File: src/rtl/e2q_pkg.sv
// Package: fixed-point constants and the arctangent table for euler_to_quaternion
`timescale 1ns / 1ps
`default_nettype none
package e2q_pkg;
    localparam int TAB_LEN = 32;
    localparam int TAB_FRAC = 30;
    localparam logic signed [33:0] GAIN_Q30 = 34'sh026DD3B6A;
    localparam int DP_W = 34;   // Q2.30 plus headroom for CORDIC growth
    localparam int OUT_W = 16;
    localparam logic signed [OUT_W-1:0] Q_ONE = 16'sd16384;

    function automatic logic [31:0] atan_q30(input int i);
        logic [31:0] t [0:TAB_LEN-1];
        t = '{32'h3243F6A8, 32'h1DAC6705, 32'h0FADBAFC, 32'h07F56EA6, 32'h03FEAB76,
              32'h01FFD55B, 32'h00FFFAAA, 32'h007FFF55, 32'h003FFFEA, 32'h001FFFFD,
              32'h000FFFFF, 32'h0007FFFF, 32'h0003FFFF, 32'h0001FFFF, 32'h0000FFFF,
              32'h00007FFF, 32'h00003FFF, 32'h00001FFF, 32'h00000FFF, 32'h000007FF,
              32'h000003FF, 32'h000001FF, 32'h000000FF, 32'h0000007F, 32'h0000003F,
              32'h0000001F, 32'h0000000F, 32'h00000007, 32'h00000003, 32'h00000001,
              32'h00000000, 32'h00000000};
        return t[i];
    endfunction

    // Q30 value rounded half up to Q2.F, F = ang_frac (< 30)
    function automatic longint to_ang(input longint q30, input int ang_frac);
        longint sh;
        sh = TAB_FRAC - ang_frac;
        return (q30 + (longint'(1) << (sh - 1))) >>> sh;
    endfunction
endpackage
`default_nettype wire

File: src/rtl/e2q_cordic.sv
// Pipelined rotation-mode CORDIC: cosine and sine of half an angle, one stage per step
`timescale 1ns / 1ps
`default_nettype none
module e2q_cordic #(
    parameter int ANGLE_BITS   = 16,
    parameter int CORDIC_STEPS = 16
) (
    input  wire logic                          aclk,
    input  wire logic                          en,
    input  wire logic signed [15:0]            angle,
    output logic signed [e2q_pkg::DP_W-1:0]    cos_out,
    output logic signed [e2q_pkg::DP_W-1:0]    sin_out
);
    import e2q_pkg::*;
    localparam int AF = ANGLE_BITS - 3;
    localparam int NS = (CORDIC_STEPS < TAB_LEN) ? CORDIC_STEPS : TAB_LEN;
    localparam int ZW = ANGLE_BITS + 2;
    localparam longint HALF_PI = to_ang(2 * longint'(atan_q30(0)), AF);
    localparam longint PI_A    = to_ang(4 * longint'(atan_q30(0)), AF);

    logic signed [ZW-1:0]   z_reg [0:NS];
    logic signed [DP_W-1:0] x_reg [0:NS];
    logic signed [DP_W-1:0] y_reg [0:NS];
    logic                   neg_reg [0:NS];

    // stage 0: scale and fold
    logic signed [ZW+15:0] z_wide;
    logic signed [ZW-1:0]  z0;
    always_comb begin
        if (AF >= 14) begin
            z_wide = (ZW+16)'(angle) <<< (AF >= 14 ? AF - 14 : 0);
        end else begin
            z_wide = ((ZW+16)'(angle) + ((ZW+16)'(1) <<< (AF < 14 ? 13 - AF : 0)))
                     >>> (AF < 14 ? 14 - AF : 0);
        end
        z0 = ZW'(z_wide);
    end

    always_ff @(posedge aclk) begin
        if (en) begin
            x_reg[0] <= GAIN_Q30;
            y_reg[0] <= '0;
            if (64'(z0) > HALF_PI) begin
                z_reg[0] <= ZW'(PI_A) - z0;
                neg_reg[0] <= 1'b1;
            end else if (64'(z0) < -HALF_PI) begin
                z_reg[0] <= -ZW'(PI_A) - z0;
                neg_reg[0] <= 1'b1;
            end else begin
                z_reg[0] <= z0;
                neg_reg[0] <= 1'b0;
            end
        end
    end

    for (genvar i = 0; i < NS; i++) begin : g_step
        localparam logic signed [ZW-1:0] T = ZW'(to_ang(longint'(atan_q30(i)), AF));
        always_ff @(posedge aclk) begin
            if (en) begin
                neg_reg[i+1] <= neg_reg[i];
                if (!z_reg[i][ZW-1]) begin
                    x_reg[i+1] <= x_reg[i] - (y_reg[i] >>> i);
                    y_reg[i+1] <= y_reg[i] + (x_reg[i] >>> i);
                    z_reg[i+1] <= z_reg[i] - T;
                end else begin
                    x_reg[i+1] <= x_reg[i] + (y_reg[i] >>> i);
                    y_reg[i+1] <= y_reg[i] - (x_reg[i] >>> i);
                    z_reg[i+1] <= z_reg[i] + T;
                end
            end
        end
    end

    assign cos_out = neg_reg[NS] ? -x_reg[NS] : x_reg[NS];
    assign sin_out = y_reg[NS];
endmodule
`default_nettype wire

File: config.mk
export PLATFORM = sky130hd
export DESIGN_NAME = e2q_cordic
export DESIGN_NICKNAME = d
export VERILOG_FILES = /design/src/rtl/e2q_pkg.sv /design/src/rtl/e2q_cordic.sv
export SDC_FILE = /design/constraint.sdc
export NUM_CORES = 2
export LEC_CHECK = 0
export ABC_CLOCK_PERIOD_IN_PS = 15180
export BUFFER_PORTS_ARGS = -buffer_cell sky130_fd_sc_hd__buf_4
export CORE_MARGIN = 2
export CORE_UTILIZATION = 30
export CTS_CLUSTER_DIAMETER = 40
export DETAILED_ROUTE_END_ITERATION = 6
export MAX_ROUTING_LAYER = met4
export PLACE_DENSITY = 0.44
export SLEW_MARGIN = 20
export SYNTH_ARGS = -nofsm -noshare
export SYNTH_HDL_FRONTEND = slang
export SYNTH_SLANG_ARGS = --single-unit
export TNS_END_PERCENT = 50
File: constraint.sdc
create_clock -name aclk -period 15.18 [get_ports aclk]
set_input_delay 2.277 -clock aclk [delete_from_list [all_inputs] [get_ports aclk]]
set_output_delay 2.277 -clock aclk [all_outputs]
set_load 0.03 [all_outputs]
==> impl_metrics.json <==
{
  "portBuffers": 85,
  "htree_num_levels": 5,
  "netlist_area_sq_um": 106000,
  "rr_startpoint": "x_reg[12][17]",
  "drive_gt1_share_pct": 6.59,
  "hold_viol_final": 0,
  "vias": 82459,
  "drc": 0,
  "cp-end-kind": "flop",
  "rsz0062_at_grt": "false",
  "fp.dieH_um": 599,
  "path_cells": "buf_16 > buf_4 > and2_1 > buf_4 > clkinv_1 > buf_4 > nand2_1 > o21ai_0 > fa_1 > a211oi_1 > o21ai_1 > a21o_1 > a2111oi_1 > a211oi_1 > a22o_1 > o21ai_1 > a31o_1 > o2111ai_1 > a21oi_1 > xnor2_1",
  "synth-edff-count": 1265,
  "min_from": "z_reg[11][1]",
  "yosys_warnings": 0,
  "fillers": 35614,
  "largest_reg_flops": 511,
  "required_ns": 15.80,
  "slew_violations": 0,
  "cp-start-kind": "primary input",
  "worstPathArrival_ns": 8.46,
  "seq_area_sq_um": 38000,
  "critical_path_class": "primary input to flop",
  "via_per_inst": 5.10,
  "synth.distinct_cells": 103,
  "clock-sinks": 1265,
  "routedWlPerCell_um": 19.3,
  "die_x_um": 599,
  "grt_overflow_total": 0,
  "row_count": 218,
  "min_path_type": "flop to flop",
  "cp-startpoint": "en",
  "async_reset_ff_share_pct": 0,
  "cts_buffers": 283,
  "cts_buffer_depth": 4,
  "post_cts.repair.setup_buffers": 0,
  "max_slew_margin_pct": 27.1,
  "grt_max_degree": 113,
  "crit_path_max_fanout": 112,
  "firstDrtPassIters": 5,
  "slowest_stage": "a2111oi_1",
  "max_freq_ghz": 0.128,
  "finalCritPeriodShare_pct": 51.6,
  "syn_inst": 10946,
  "grt_usage_pct": 17.6,
  "hold_buffers": 0,
  "dp.cells": 15638,
  "cp_slowest_stage_delay_ns": 0.83,
  "drtIter0Drc": 4724,
  "ys_ff_latch": 1265,
  "ys_seq_area_share_pct": 35.8,
  "clk_pin_slew_worst_paths_ns": 0.05,
  "path_common_cell": "buf_4",
  "outcome": "finished, final reports clean",
  "multi_input_area_sq_um": 65600,
  "cts_root_buf": "clkbuf_16",
  "syn_area_per_cell_sq_um": 9.69,
  "initial_core_util_pct": 30.1,
  "setup_tns_ns": 0,
  "cts_tree": "built",
  "grt_pass1_vias": 82256,
  "die-area_sq_um": 358000,
  "grt_pass1_wl_um": 483000,
  "setup_viol": 0,
  "ios": 86,
  "cap_violations": 0,
  "wirelength_um": 313000,
  "clk_latency_ns": 0.89,
  "antenna_found_initial": 4,
  "post_cts_resized": 0,
  "coreArea_sq_um": 352000,
  "synthesis.nets": 12162,
  "fin_crit_ns": 7.84,
  "worst_pin_slew_ns": 1.09,
  "antenna_left": 0,
  "nets": 12409,
  "syn2layout_area_growth_pct": 15.3,
  "gp_congestion": 0.879,
  "fin_worst_skew_ns": 0.0502,
  "hpwlAfterDp_um": 249000,
  "final_cells": 16164,
  "synthFlopType": "edfxtp_1"
}
[routing by layer]
layer	global-route usage [%]	part of all wire, %	routed length [um]	vias up
met4	7.09	4.3	13300	0
met2	31.1	50	156000	1496
met3	1.69	3.2	9870	503
met5	-	0	0	-
li1	-	-	-	41217
met1	20.3	43	133000	39243
[final timing paths]
path                         to  slack, ns  depth (start not counted)
setup reg to reg  y_reg[13][33]       9.09                         17
hold / removal     z_reg[12][1]       0.41                          0
setup / recovery   x_reg[7][32]       7.34                         20
hold reg to reg    z_reg[12][1]       0.41                          0
[cell usage in the layout (no fill, tap or decap), types with 44 or more instances in the layout]
master        n
edfxtp_1   1265
ha_1       1155
xnor2_1    1113
a21oi_1    1076
nor2_1      861
nand2_1     591
xor2_1      577
o21ai_0     559
a21o_1      475
inv_1       473
clkbuf_16   289
nor3_1      269
o21a_1      207
nand2b_1    196
buf_4       144
o21bai_1    143
nand3_1     141
o31ai_1     122
a211oi_1    119
nor2b_1     112
or3_1        91
a31oi_1      89
and2_1       76
nor4_1       74
and3_1       65
nand4_1      64
mux2i_1      62
o41ai_1      53
mux2_2       52
bufinv_16    45
a211o_1      44
[worst max-delay path: cells and delay by family]
family	cells	cell delay (ns)
adders and majority gates	1	0.50
AOI/OAI and AO/OA	11	3.09
buffers and inverters	5	1.93
and+or+nand+nor	2	0.36
xor gates and xnor gates	1	0.09
[per-stage QoR]
| step | area, sq um | hold WS [ns] | setup slack, ns | util, % |
|---|---|---|---|---|
| floorplan | 106000 | 0.400 | 8.30 | - |
| global placement | 112000 | 0.401 | 6.21 | 31.9 |
| detailed placement | 112000 | 0.405 | 6.29 | 31.9 |
| CTS | 122000 | 0.402 | 7.20 | 34.7 |
| global route | 122000 | 0.412 | 6.88 | 34.7 |
| finish | 122000 | 0.405 | 7.34 | 34.7 |
[Yosys cell counts, types with 144 or more instances]
cell type	n	area, sq um
edfxtp_1	1265	38000
ha_1	1155	14500
xnor2_1	1113	9750
a21oi_1	1076	5390
nor2_1	861	3230
nand2_1	592	2220
xor2_1	577	5050
o21ai_0	559	2800
a21o_1	475	3570
inv_1	473	1780
nor3_1	270	1350
o21a_1	207	1550
nand2b_1	196	1230
clkbuf_1	144	541
[area by class of cell]
cell class	count	share of cell area, %
antenna	12	0.0245
clock buffer	315	5.99
clock inverter	199	2.07
inverter	480	1.47
multi-input combinational	9017	53.6
sequential	1265	31.1
tap	4730	4.84
timing repair buffer	146	0.923
[cell families (layout without fill, tap and decap cells)]
group                      count (synthesis)  in the layout  share of synthesized area, %
DFF                                     1265           1265                          35.8
xor gates and xnor gates                1692           1692                          14.0
buffers and inverters                    664           1140                          2.36
and+or+nand+nor                         2725           2725                          12.4
other                                      0             12                             0
muxes                                    114            114                          1.14
AOI/OAI and AO/OA                       3287           3287                          19.8
adders and majority gates               1199           1199                          14.4
Power is not shown: default switching activity piles up to over one toggle a cycle in this logic, so the estimate is an artifact.
